<file path="config.mk">
export PLATFORM = sky130hd
export DESIGN_NAME = qpsk_correlation_demodulator_top
export DESIGN_NICKNAME = d
export VERILOG_FILES = /design/src/sv/qpskcd_pkg.sv /design/src/sv/qpskcd_carrier.sv /design/src/sv/qpskcd_mixer.sv /design/src/sv/qpskcd_decide.sv /design/src/sv/qpsk_correlation_demodulator_top.sv
export SDC_FILE = /design/constraint.sdc
export NUM_CORES = 2
export LEC_CHECK = 0
export BUFFER_PORTS_ARGS = -buffer_cell sky130_fd_sc_hd__buf_2
export CELL_PAD_IN_SITES_DETAIL_PLACEMENT = 0
export CELL_PAD_IN_SITES_GLOBAL_PLACEMENT = 1
export CORE_MARGIN = 3
export CORE_UTILIZATION = 55
export DETAILED_ROUTE_END_ITERATION = 6
export HOLD_SLACK_MARGIN = 0.06
export PLACE_DENSITY_LB_ADDON = 0.2
export SYNTH_ARGS = -nofsm -noshare
export SYNTH_HDL_FRONTEND = slang
export SYNTH_SLANG_ARGS = --single-unit
</file>
<file path="constraint.sdc">
create_clock -name clk -period 10.75 [get_ports clk]
set_input_delay 1.075 -clock clk [delete_from_list [all_inputs] [get_ports clk]]
set_output_delay 1.075 -clock clk [all_outputs]
set_load 0.05 [all_outputs]
</file>
<file path="src/sv/qpskcd_pkg.sv">
// qpskcd_pkg: shared constants, types and the sine table generator
// of the qpsk correlation demodulator
// no dependencies
package qpskcd_pkg;

	localparam int unsigned TABLE_BITS_DEF = 10;
	localparam int unsigned MAX_SPS_DEF    = 1024;

	localparam int unsigned SAMPLE_W = 16;
	localparam int unsigned SPS_W    = 11;
	localparam int unsigned STEP_W   = 32;
	localparam int unsigned CFG_W    = 32;
	localparam int unsigned IDX_W    = 1;
	localparam int unsigned ACC_W    = 42;
	localparam int unsigned PROD_W   = 32;
	localparam int unsigned TRIG_W   = 16;
	localparam int unsigned MAG_W    = 15;
	localparam int unsigned BYTE_W   = 8;

	localparam logic [SPS_W-1:0]  SPS_RESET  = 11'd16;
	localparam logic [STEP_W-1:0] STEP_RESET = 32'h4000_0000;

	localparam logic [IDX_W-1:0] REG_SPS  = 1'b0;
	localparam logic [IDX_W-1:0] REG_STEP = 1'b1;

	localparam logic [1:0] SYM_LAST = 2'd3;

	localparam longint unsigned HALF_PI_Q30 = 64'd1686629713;

	typedef struct packed {
		logic valid;
		logic start;
	} stage_ctl_t;

	// unsigned q0.15 sine of r/(2^tb/4) * pi/2, taylor series to the 15th power
	function automatic logic [MAG_W-1:0] quarter_sine(input int unsigned r,
			input int unsigned tb);
		longint unsigned x;
		longint unsigned x2;
		longint unsigned t;
		longint unsigned q;
		longint          sum;
		x   = (longint'(r) * HALF_PI_Q30) >> (tb - 2);
		x2  = (x * x) >> 30;
		t   = x;
		sum = longint'(x);
		t   = ((t * x2) >> 30) / 64'd6;
		sum = sum - longint'(t);
		t   = ((t * x2) >> 30) / 64'd20;
		sum = sum + longint'(t);
		t   = ((t * x2) >> 30) / 64'd42;
		sum = sum - longint'(t);
		t   = ((t * x2) >> 30) / 64'd72;
		sum = sum + longint'(t);
		t   = ((t * x2) >> 30) / 64'd110;
		sum = sum - longint'(t);
		t   = ((t * x2) >> 30) / 64'd156;
		sum = sum + longint'(t);
		t   = ((t * x2) >> 30) / 64'd210;
		sum = sum - longint'(t);
		if (sum < 0) begin
			sum = 0;
		end
		q = (unsigned'(sum) + 64'd16384) >> 15;
		if (q > 64'd32767) begin
			q = 64'd32767;
		end
		return q[MAG_W-1:0];
	endfunction

endpackage

</file>
<file path="src/sv/qpskcd_carrier.sv">
// qpskcd_carrier: carrier phase accumulator and quarter-wave sine/cosine rom
// depends on qpskcd_pkg
module qpskcd_carrier
	import qpskcd_pkg::*;
#(
	parameter int unsigned TABLE_BITS = TABLE_BITS_DEF
) (
	input  logic                      clk,
	input  logic                      arst_n,
	input  logic                      adv,
	input  logic                      take,
	input  logic signed [SAMPLE_W-1:0] sample,
	input  logic                      start_req,
	input  logic [STEP_W-1:0]         step,
	output stage_ctl_t                ctl_s2,
	output logic signed [SAMPLE_W-1:0] sample_s2,
	output logic signed [TRIG_W-1:0]  cos_s2,
	output logic signed [TRIG_W-1:0]  sin_s2
);

	localparam int unsigned QN = 1 << (TABLE_BITS - 2);

	typedef logic [MAG_W-1:0] qrom_t [QN];

	function automatic qrom_t build_qrom();
		qrom_t tbl;
		for (int r = 0; r < QN; r++) begin
			tbl[r] = quarter_sine(r, TABLE_BITS);
		end
		return tbl;
	endfunction

	localparam qrom_t            QROM = build_qrom();
	localparam logic [MAG_W-1:0] QTOP = quarter_sine(QN, TABLE_BITS);
	localparam logic [TABLE_BITS-2:0] QN_V = (TABLE_BITS-1)'(QN);

	function automatic logic signed [TRIG_W-1:0] rom_sin(input logic [TABLE_BITS-1:0] k);
		logic [1:0]            q;
		logic [TABLE_BITS-2:0] rr;
		logic [MAG_W-1:0]      mag;
		q  = k[TABLE_BITS-1 -: 2];
		rr = {1'b0, k[TABLE_BITS-3:0]};
		if (q[0]) begin
			rr = QN_V - rr;
		end
		mag = (rr == QN_V) ? QTOP : QROM[rr[TABLE_BITS-3:0]];
		return q[1] ? -$signed({1'b0, mag}) : $signed({1'b0, mag});
	endfunction

	logic [STEP_W-1:0]         phase_q;
	logic [STEP_W-1:0]         phase_eff;
	stage_ctl_t                ctl_s1;
	logic signed [SAMPLE_W-1:0] sample_s1;
	logic [TABLE_BITS-1:0]     k_s1;
	logic [TABLE_BITS-1:0]     kc;

	assign phase_eff = start_req ? '0 : phase_q;
	assign kc        = k_s1 + TABLE_BITS'(QN);

	always_ff @(posedge clk or negedge arst_n) begin
		if (!arst_n) begin
			phase_q <= '0;
			ctl_s1  <= '0;
			ctl_s2  <= '0;
		end else begin
			if (take) begin
				phase_q <= phase_eff + step;
			end
			if (adv) begin
				ctl_s1 <= '{valid: take, start: start_req};
				ctl_s2 <= ctl_s1;
			end
		end
	end

	always_ff @(posedge clk) begin
		if (adv) begin
			sample_s1 <= sample;
			k_s1      <= phase_eff[STEP_W-1 -: TABLE_BITS];
			sample_s2 <= sample_s1;
			cos_s2    <= rom_sin(kc);
			sin_s2    <= rom_sin(k_s1);
		end
	end

endmodule

</file>
<file path="src/sv/qpskcd_mixer.sv">
// qpskcd_mixer: multiplies each sample by the carrier cosine and sine
// depends on qpskcd_pkg
module qpskcd_mixer
	import qpskcd_pkg::*;
(
	input  logic                       clk,
	input  logic                       arst_n,
	input  logic                       adv,
	input  stage_ctl_t                 ctl_s2,
	input  logic signed [SAMPLE_W-1:0] sample_s2,
	input  logic signed [TRIG_W-1:0]   cos_s2,
	input  logic signed [TRIG_W-1:0]   sin_s2,
	output stage_ctl_t                 ctl_s3,
	output logic signed [PROD_W-1:0]   prod_i_s3,
	output logic signed [PROD_W-1:0]   prod_q_s3
);

	always_ff @(posedge clk or negedge arst_n) begin
		if (!arst_n) begin
			ctl_s3 <= '0;
		end else if (adv) begin
			ctl_s3 <= ctl_s2;
		end
	end

	always_ff @(posedge clk) begin
		if (adv) begin
			prod_i_s3 <= sample_s2 * cos_s2;
			prod_q_s3 <= sample_s2 * sin_s2;
		end
	end

endmodule

</file>
<file path="src/sv/qpskcd_decide.sv">
// qpskcd_decide: symbol integration, quadrant decision and byte packing
// depends on qpskcd_pkg
module qpskcd_decide
	import qpskcd_pkg::*;
#(
	parameter int unsigned MAX_SPS = MAX_SPS_DEF
) (
	input  logic                     clk,
	input  logic                     arst_n,
	input  logic                     adv,
	input  stage_ctl_t               ctl_s3,
	input  logic signed [PROD_W-1:0] prod_i_s3,
	input  logic signed [PROD_W-1:0] prod_q_s3,
	input  logic [SPS_W-1:0]         sps,
	output logic                     push,
	output logic [BYTE_W-1:0]        push_byte
);

	localparam int unsigned IW   = (MAX_SPS > 1) ? $clog2(MAX_SPS) : 1;
	localparam int unsigned NW   = $clog2(MAX_SPS + 1);
	localparam int unsigned CMPW = (NW > SPS_W) ? NW : SPS_W;

	logic signed [ACC_W-1:0] isum_q;
	logic signed [ACC_W-1:0] qsum_q;
	logic [IW-1:0]           sidx_q;
	logic [1:0]              symidx_q;
	logic [5:0]              pbyte_q;

	logic signed [ACC_W-1:0] isum_new;
	logic signed [ACC_W-1:0] qsum_new;
	logic [IW-1:0]           sidx_eff;
	logic [1:0]              symidx_eff;
	logic [5:0]              pbyte_eff;
	logic [CMPW-1:0]         sps_ext;
	logic [CMPW-1:0]         n_eff;
	logic [CMPW-1:0]         cnt_next;
	logic                    sym_end;
	logic [1:0]              sym;
	logic                    step_en;

	assign step_en = adv && ctl_s3.valid;

	always_comb begin
		sps_ext = CMPW'(sps);
		if (sps_ext == '0) begin
			n_eff = CMPW'(1);
		end else if (sps_ext > CMPW'(MAX_SPS)) begin
			n_eff = CMPW'(MAX_SPS);
		end else begin
			n_eff = sps_ext;
		end
		sidx_eff   = ctl_s3.start ? '0 : sidx_q;
		symidx_eff = ctl_s3.start ? '0 : symidx_q;
		pbyte_eff  = ctl_s3.start ? '0 : pbyte_q;
		isum_new   = (ctl_s3.start ? '0 : isum_q) + ACC_W'(prod_i_s3);
		qsum_new   = (ctl_s3.start ? '0 : qsum_q) + ACC_W'(prod_q_s3);
		cnt_next   = CMPW'(sidx_eff) + CMPW'(1);
		sym_end    = cnt_next >= n_eff;
		case ({isum_new[ACC_W-1], qsum_new[ACC_W-1]})
			2'b00:   sym = 2'd0;
			2'b10:   sym = 2'd1;
			2'b11:   sym = 2'd2;
			2'b01:   sym = 2'd3;
			default: sym = 2'd0;
		endcase
	end

	assign push      = step_en && sym_end && (symidx_eff == SYM_LAST);
	assign push_byte = {pbyte_eff, sym};

	always_ff @(posedge clk or negedge arst_n) begin
		if (!arst_n) begin
			isum_q   <= '0;
			qsum_q   <= '0;
			sidx_q   <= '0;
			symidx_q <= '0;
			pbyte_q  <= '0;
		end else if (step_en) begin
			if (!sym_end) begin
				isum_q   <= isum_new;
				qsum_q   <= qsum_new;
				sidx_q   <= cnt_next[IW-1:0];
				symidx_q <= symidx_eff;
				pbyte_q  <= pbyte_eff;
			end else begin
				isum_q <= '0;
				qsum_q <= '0;
				sidx_q <= '0;
				if (symidx_eff == SYM_LAST) begin
					symidx_q <= '0;
					pbyte_q  <= '0;
				end else begin
					symidx_q <= symidx_eff + 2'd1;
					pbyte_q  <= {pbyte_eff[3:0], sym};
				end
			end
		end
	end

`ifndef ASSERT_OFF
	a_push_needs_stage : assert property (@(posedge clk) disable iff (!arst_n)
		push |-> (ctl_s3.valid && adv))
		else $error("byte pushed without a live sample");
	a_sums_clear_on_end : assert property (@(posedge clk) disable iff (!arst_n)
		(step_en && sym_end) |=> (isum_q == '0 && qsum_q == '0 && sidx_q == '0))
		else $error("integrators not cleared at symbol end");
	a_partial_clear_on_push : assert property (@(posedge clk) disable iff (!arst_n)
		push |=> (symidx_q == '0 && pbyte_q == '0))
		else $error("partial byte not cleared after output");
`endif

endmodule

</file>
<file path="src/sv/qpsk_correlation_demodulator_top.sv">
// qpsk_correlation_demodulator_top: configuration registers, pipeline
// control and two-entry output queue; uses qpskcd_carrier, qpskcd_mixer,
// qpskcd_decide and qpskcd_pkg
//
//   channel  handshake              payload
//   in       in_valid / in_ready    sample[15:0] signed, start_req
//   out      out_valid / out_ready  data_byte[7:0]
//   cfg      cfg_we                 cfg_index[0], cfg_data[31:0]
//
// one sample accepted per cycle while the pipeline is not held; a byte is offered once its last sample
// has been integrated and the byte written into the output queue; pipeline: phase accumulator,
// rom read, multiply, integrate and decide; the whole pipeline holds only when the two-entry output
// queue is full and out_ready is low
// reset clears phase, integrators, counters and queue, and loads both registers
// with their defaults
module qpsk_correlation_demodulator_top
	import qpskcd_pkg::*;
#(
	parameter int unsigned TABLE_BITS = TABLE_BITS_DEF,
	parameter int unsigned MAX_SPS    = MAX_SPS_DEF
) (
	input  logic                       clk,
	input  logic                       arst_n,
	input  logic                       cfg_we,
	input  logic [IDX_W-1:0]           cfg_index,
	input  logic [CFG_W-1:0]           cfg_data,
	input  logic                       in_valid,
	output logic                       in_ready,
	input  logic signed [SAMPLE_W-1:0] sample,
	input  logic                       start_req,
	output logic                       out_valid,
	input  logic                       out_ready,
	output logic [BYTE_W-1:0]          data_byte
);

	logic [SPS_W-1:0]  sps_q;
	logic [STEP_W-1:0] step_q;

	logic                       adv;
	logic                       take;
	stage_ctl_t                 ctl_s2;
	stage_ctl_t                 ctl_s3;
	logic signed [SAMPLE_W-1:0] sample_s2;
	logic signed [TRIG_W-1:0]   cos_s2;
	logic signed [TRIG_W-1:0]   sin_s2;
	logic signed [PROD_W-1:0]   prod_i_s3;
	logic signed [PROD_W-1:0]   prod_q_s3;
	logic                       push;
	logic [BYTE_W-1:0]          push_byte;

	logic [1:0]        ocnt_q;
	logic [BYTE_W-1:0] obuf0_q;
	logic [BYTE_W-1:0] obuf1_q;
	logic              pop;

	assign out_valid = (ocnt_q != 2'd0);
	assign data_byte = obuf0_q;
	assign pop       = out_valid && out_ready;
	assign adv       = (ocnt_q != 2'd2) || out_ready;
	assign in_ready  = adv;
	assign take      = in_valid && adv;

	always_ff @(posedge clk or negedge arst_n) begin
		if (!arst_n) begin
			sps_q  <= SPS_RESET;
			step_q <= STEP_RESET;
		end else if (cfg_we) begin
			case (cfg_index)
				REG_SPS:  sps_q  <= cfg_data[SPS_W-1:0];
				REG_STEP: step_q <= cfg_data[STEP_W-1:0];
				default:  ;
			endcase
		end
	end

	qpskcd_carrier #(
		.TABLE_BITS(TABLE_BITS)
	) u_carrier (
		.clk       (clk),
		.arst_n    (arst_n),
		.adv       (adv),
		.take      (take),
		.sample    (sample),
		.start_req (start_req),
		.step      (step_q),
		.ctl_s2    (ctl_s2),
		.sample_s2 (sample_s2),
		.cos_s2    (cos_s2),
		.sin_s2    (sin_s2)
	);

	qpskcd_mixer u_mixer (
		.clk       (clk),
		.arst_n    (arst_n),
		.adv       (adv),
		.ctl_s2    (ctl_s2),
		.sample_s2 (sample_s2),
		.cos_s2    (cos_s2),
		.sin_s2    (sin_s2),
		.ctl_s3    (ctl_s3),
		.prod_i_s3 (prod_i_s3),
		.prod_q_s3 (prod_q_s3)
	);

	qpskcd_decide #(
		.MAX_SPS(MAX_SPS)
	) u_decide (
		.clk       (clk),
		.arst_n    (arst_n),
		.adv       (adv),
		.ctl_s3    (ctl_s3),
		.prod_i_s3 (prod_i_s3),
		.prod_q_s3 (prod_q_s3),
		.sps       (sps_q),
		.push      (push),
		.push_byte (push_byte)
	);

	always_ff @(posedge clk or negedge arst_n) begin
		if (!arst_n) begin
			ocnt_q <= '0;
		end else begin
			case ({push, pop})
				2'b10:   ocnt_q <= ocnt_q + 2'd1;
				2'b01:   ocnt_q <= ocnt_q - 2'd1;
				default: ocnt_q <= ocnt_q;
			endcase
		end
	end

	always_ff @(posedge clk) begin
		case ({push, pop})
			2'b11: begin
				if (ocnt_q == 2'd1) begin
					obuf0_q <= push_byte;
				end else begin
					obuf0_q <= obuf1_q;
					obuf1_q <= push_byte;
				end
			end
			2'b10: begin
				if (ocnt_q == 2'd0) begin
					obuf0_q <= push_byte;
				end else begin
					obuf1_q <= push_byte;
				end
			end
			2'b01: begin
				obuf0_q <= obuf1_q;
			end
			default: ;
		endcase
	end

`ifndef ASSERT_OFF
	a_queue_bound : assert property (@(posedge clk) disable iff (!arst_n)
		ocnt_q != 2'd3)
		else $error("output queue count out of range");
	a_no_push_when_full : assert property (@(posedge clk) disable iff (!arst_n)
		(push && ocnt_q == 2'd2) |-> pop)
		else $error("transaction pushed into a full output queue");
	a_full_blocks_input : assert property (@(posedge clk) disable iff (!arst_n)
		(ocnt_q == 2'd2 && !out_ready) |=> $stable(ocnt_q) || $past(push) == 1'b0)
		else $error("queue changed while stalled");
`endif

endmodule
</file>
* Word-level counts from Yosys, hierarchy flattened
Memories as Yosys holds them, arrays and structs flattened. Cells that the tools add are included. W data, S select, Z words.
Cells by class: multiplexer cells 35, eq/ne operators 14, order comparisons 4, reductions and logical operators 17, $add $sub $neg 12, multipliers 2, bitwise operators 3
Operators with widths (number):
- $mux W42 | 4
- $mux W15 | 8
- $add A42 B42 Y42 | 2
- $mul A16 B16 Y32 | 2
- $mux W9 | 4
- $add A32 B32 Y32 | 1
- $mux W32 | 1
- $mux W8 | 4
- $neg A15 Y16 | 2
- $pmux W8 S3 | 1
- $mux W11 | 2
- $mux W10 | 2
- $eq A9 B9 Y1 const B | 2
- $ge A9 B9 Y1 const B | 2
- $mux W6 | 3
- $not A8 Y9 | 2
- $sub A9 B8 Y9 const A | 2
- $pmux W8 S2 | 1
- $add A10 B1 Y11 const B | 1
- $ge A11 B11 Y1 | 1
- $gt A11 B11 Y1 const B | 1
- $logic_not A11 Y1 | 1
- $add A10 B9 Y10 const B | 1
- $eq A2 B2 Y1 const B | 5
- 15 further kinds | 32
Word-level totals: memory bits (read-only) 7680, memories kept 2, input port bits 55, word-level logic and storage cells 115, output and inout port bits 10, register bits after elaboration 339
Memories:
- (name not given) | words 256, bits a word 15, rd ports 1, clocked after Yosys merged registers in 0, wr ports 0, RTL line qpskcd_carrier.sv:46 | mag = (rr == QN_V) ? QTOP : QROM[rr[TABLE_BITS-3:0]];
- (name not given) | words 256, bits a word 15, rd ports 1, clocked after Yosys merged registers in 0, wr ports 0, RTL line qpskcd_carrier.sv:46

* Longest topological paths before layout
depth in word-level cells 11, depth in mapped cells 26, depth with buffers taken out 25

* Hierarchy
From an unflattened synthesis, not the netlist that was laid out.
Second synthesis, totals: cells, all modules 5784, area, all modules 50624.8 um2
By module, submodules not included:
- qpskcd_mixer | times used 1, cells each 2247, seq. area each 1971.9 um2, area an instance 21714.6 um2
- qpskcd_carrier | times used 1, cells each 2236, seq. area each 3123.0 um2, area an instance 16827.4 um2
- qpskcd_decide | times used 1, cells each 1136, seq. area each 2552.4 um2, area an instance 9420.3 um2
- qpsk_correlation_demodulator_top | times used 1, cells each 165, seq. area each 1609.0 um2, area an instance 2662.6 um2

* Worst setup path after synthesis
No wires, ideal clock.
path type input port to flip-flop, start input port out_ready, end register obuf1_q[0], enable pin, data required time 10375 ps, cell stages on the path 11, setup slack 2736 ps, path buffers 3, arrival 7639 ps, setup time 375 ps, cells stage by stage nand2b_1 > clkbuf_1 > nand2_1 > clkbuf_1 > nor2_1 > nand2_1 > inv_1 > ha_1 > clkbuf_1 > o21ai_0 > a21oi_1
On the way: cells in the longest elaborated chain, start to end 7, elaborated cells between the ends (all ways) 11, classes of those cells eq/ne (4); reduce/logical (7)
RTL lines:
- start, declared | RTL line qpsk_correlation_demodulator_top.sv:32 | input logic out_ready,
- $logic_or A1 B1 Y1 * | RTL line qpsk_correlation_demodulator_top.sv:59 | assign adv = (ocnt_q != 2'd2) || out_ready;
- named net in_ready | RTL line qpsk_correlation_demodulator_top.sv:28 | output logic in_ready,
- $logic_and A1 B1 Y1 * | RTL line qpskcd_decide.sv:41 | assign step_en = adv && ctl_s3.valid;
- $logic_and A1 B1 Y1 * (2 in series) | RTL line qpskcd_decide.sv:68 | assign push = step_en && sym_end && (symidx_eff == SYM_LAST);
- $eq A2 B2 Y1 | RTL line qpsk_correlation_demodulator_top.sv:132 | case ({push, pop})
- $ne A2 B2 Y1 (no line) / $reduce_bool A2 Y1 (equally long branches)
- $reduce_and A3 Y1 (no line) *
- end signal, assigned | RTL line qpsk_correlation_demodulator_top.sv:138 | obuf1_q <= push_byte;
- end signal, assigned | RTL line qpsk_correlation_demodulator_top.sv:145 | obuf1_q <= push_byte;
- end, declared | RTL line qpsk_correlation_demodulator_top.sv:53 | logic [BYTE_W-1:0] obuf1_q;
Mark *: on every way through the listed nets, which the timed path passes. The rest lies on a longest branch. A chain may end at the register's enable or synchronous reset.

* Final worst setup path
start register u_carrier.sample_s2[5], end register u_mixer.prod_i_s3[31], data pin
On the way: cells in the longest elaborated chain, start to end 1
RTL lines:
- start, declared | RTL line qpskcd_carrier.sv:16 | output logic signed [SAMPLE_W-1:0] sample_s2,
- start signal, assigned | RTL line qpskcd_carrier.sv:80 | sample_s2 <= sample_s1;
- $mul A16 B16 Y32 | RTL line qpskcd_mixer.sv:28 | prod_i_s3 <= sample_s2 * cos_s2;
- end signal, assigned | RTL line qpskcd_mixer.sv:28
- end, declared | RTL line qpskcd_mixer.sv:14 | output logic signed [PROD_W-1:0] prod_i_s3,
Every way passes these cells.

==> impl_metrics.yaml <==
cts:
  postCtsSetupBuffers: 0
  ctsHtreeMaxLevel: 2
  clock_latency_ns: 0.63
  numCtsBuffers: 43
  postCtsHoldBufs: 0
  cts-resized-gates: 0
  cts_sinks: 339
  cts_tree: "yes"
  cts_root_buffer: "clkbuf_16"
  path_clk_slew_ns: 0.06
  clk_path_buf_depth: 3
yosys:
  synth_area_um2: 50200
  synth-seq-area-share: 0.184
  ys_seq_elements: 339
  synth_cells: 5786
  synth_cell_types: 122
  synth_flop_cell: "dfrtp_1"
  synthArstFlopShare: 0.546
  synth_edf_count: 154
  synth_nets: 6700
  synth_warnings: 0
  syn_area_per_cell_um2: 8.68
grt:
  grt_overflow_total: 0
  antenna_found_initial: 3
  grt_max_degree: 153
  track_usage: 0.336
  grt_pass1_wl_um: 251000
  grt_pass1_vias: 43700
cells_and_area:
  final-seq-area_um2: 9260
  antenna_cells: 0
  multiInputGateArea_um2: 36900
  fin_area_um2: 52600
  n_fill_cell: 8223
  layout-drive-gt1-share: 0.0745
  final_net_count: 6520
  syn_to_final_growth_pct: 4.77
route:
  wl_per_cell_um: 23.4
  drt_wl_total_um: 160000
  drc: 2
  dr.pass1.iters: 7
  drtIter0Drc: 4865
  ant_nets: 0
  vias: 43700
  avgViaCountPerCell: 6.42
status:
  run_status: "finished with violations"
  violations: "DRC"
critical_path:
  cpLargestDelayFamily: "adder cells"
  crit_type: "flip-flop to flip-flop"
  cpMostUsedCell: "fa_1"
  crit_path_max_fanout: 32
  critPathSlowestCell: "edfxtp_1"
  critPathMaxStageDelay_ns: 1.15
  worst-path-buf-inv: 4
  endpoint_kind: "flip-flop"
  required_ns: 11.08
  crit_chain: "and2_1 > fa_1 > inv_1 > fa_1 > fa_1 > fa_1 > inv_1 > fa_1 > inv_1 > fa_1 > inv_1 > ha_1 > a21o_1 > a21oi_1 > nand2_1 > a21oi_1 > nor4_1 > o311ai_0 > a21oi_1 > nor4_1 > o31ai_1 > a21oi_1 > xnor2_1"
  cp-start-kind: "flip-flop"
  arrival_ns: 7.69
sta:
  worst_pin_slew_ns: 1.30
  hold_violations: 0
  rsz0062_at_grt: "no"
  clock-skew-final_ns: 0.0459
  max_freq_mhz: 136
  fin_crit_sh: 0.684
  hold_ws_ns: 0.416
  min_period_ns: 7.36
  final_max_slew_viol_count: 0
  setup_viol: 0
  maxSlewHeadroom: 0.110
  final.setup.tns_ns: 0
floorplanning:
  rows: 110
  die_x_um: 308
  start_util: 0.556
  fp.dieArea_um2: 95000
  io_pins: 65
  die_h_um: 308
  coreArea_um2: 90300
placement:
  place_area_um2: 51200
  dpl.hpwl_um: 116000
  io_buffers: 64
  place_congestion: 1.02
flow_run:
  cap_violations: 0
worst_hold_path:
  hold_path.class: "flip-flop to flip-flop"
cell families after synthesis:
family | after synthesis | synth area share
compound gates | 1542 | 0.209
xor+xnor | 226 | 0.0412
fa+ha+maj | 860 | 0.293
buf+inv | 1024 | 0.0823
flops | 339 | 0.184
mux | 92 | 0.0222
simple gates | 1703 | 0.168
placed cells by master, fill, tap and decap left out, types with 117 or more instances in the layout:
cell	n
dfrtp_1	182
nor2b_1	153
fa_1	527
a21oi_1	337
ha_1	331
nand2_1	589
o21ai_0	299
inv_1	623
a21o_1	117
edfxtp_1	154
and2_1	270
xnor2_1	140
nor2_1	267
synth_stat cells (all sizes together) (28+ instances only):
cell type  count  area share
a211oi        71       0.011
a21o         117       0.017
a21oi        341       0.034
a221oi        36      0.0064
a311oi        29      0.0052
a31oi         45      0.0056
and2         271       0.034
buf          149       0.017
clkbuf       242       0.018
dfrtp        183       0.091
edfxtp       154       0.092
fa           527        0.21
ha           332       0.083
inv          629       0.047
mux2          54       0.012
mux2i         28      0.0056
nand2        597       0.045
nand2b        44      0.0055
nand3        113       0.012
nor2         270       0.020
nor2b        153       0.019
nor3          99       0.010
o211ai        58      0.0087
o21a          44      0.0066
o21ai        314       0.032
o21bai        33      0.0049
o22ai         33      0.0041
o311ai        32      0.0056
o31ai         91       0.014
or2           28      0.0035
xnor2        151       0.028
xor2          74       0.013
worst paths after layout:
path | startpoint | endpoint | slack (ns) | cells after the start
max in group asynchronous | arst_n | u_mixer.ctl_s3[0] | 8.11 | 3
worst max register to register | u_carrier.sample_s2[5] | u_mixer.prod_i_s3[31] | 3.39 | 23
worst min register to register | u_carrier.sample_s1[7] | u_carrier.sample_s2[7] | 0.42 | 0
worst min-delay path | u_carrier.sample_s1[7] | u_carrier.sample_s2[7] | 0.42 | 0
worst max-delay path | u_carrier.sample_s2[5] | u_mixer.prod_i_s3[31] | 3.39 | 23
min in group asynchronous | arst_n | u_decide.qsum_q[33] | 0.44 | 1
flip-flops by register name, summed over array words and instances (netlist names), 6 cells and up:
signal,count
u_decide.isum_q,42
u_decide.qsum_q,42
step_q,32
u_carrier.phase_q,32
u_mixer.prod_i_s3,32
u_mixer.prod_q_s3,32
u_carrier.cos_s2,16
u_carrier.sample_s1,16
u_carrier.sample_s2,16
u_carrier.sin_s2,16
sps_q,11
u_carrier.k_s1,10
u_decide.sidx_q,10
data_byte,8
obuf1_q,8
u_decide.pbyte_q,6
stage by stage:
stage	worst slack [ns]	utilization	instances
after floorplan	2.74	-	5786
after global placement	3.57	0.567	6737
after detailed placement	3.46	0.567	6737
after CTS	3.43	0.583	6816
after global routing	2.93	0.583	6816
final	3.39	0.583	6816
cell type report:
class | count | share of cell area
clock buffer | 60 | 0.0242
clock inverter | 19 | 0.00354
inverter | 633 | 0.0452
multi-input combinational | 4423 | 0.702
sequential | 339 | 0.176
tap | 1176 | 0.0280
timing repair buffer | 166 | 0.0213
routing by layer:
layer / wire length [um] / part of all wire / track usage / up-vias
met5: 13 / 0.000081 / 0 / -
met4: 8620 / 0.054 / 0.160 / 2
met3: 13700 / 0.086 / 0.0560 / 533
met2: 72900 / 0.46 / 0.537 / 2130
met1: 64600 / 0.40 / 0.446 / 21400
li1: - / - / - / 19700
Power is left out: the tool's default activity adds up to more than one toggle a clock period on the data nets, which glitch-free logic cannot reach.
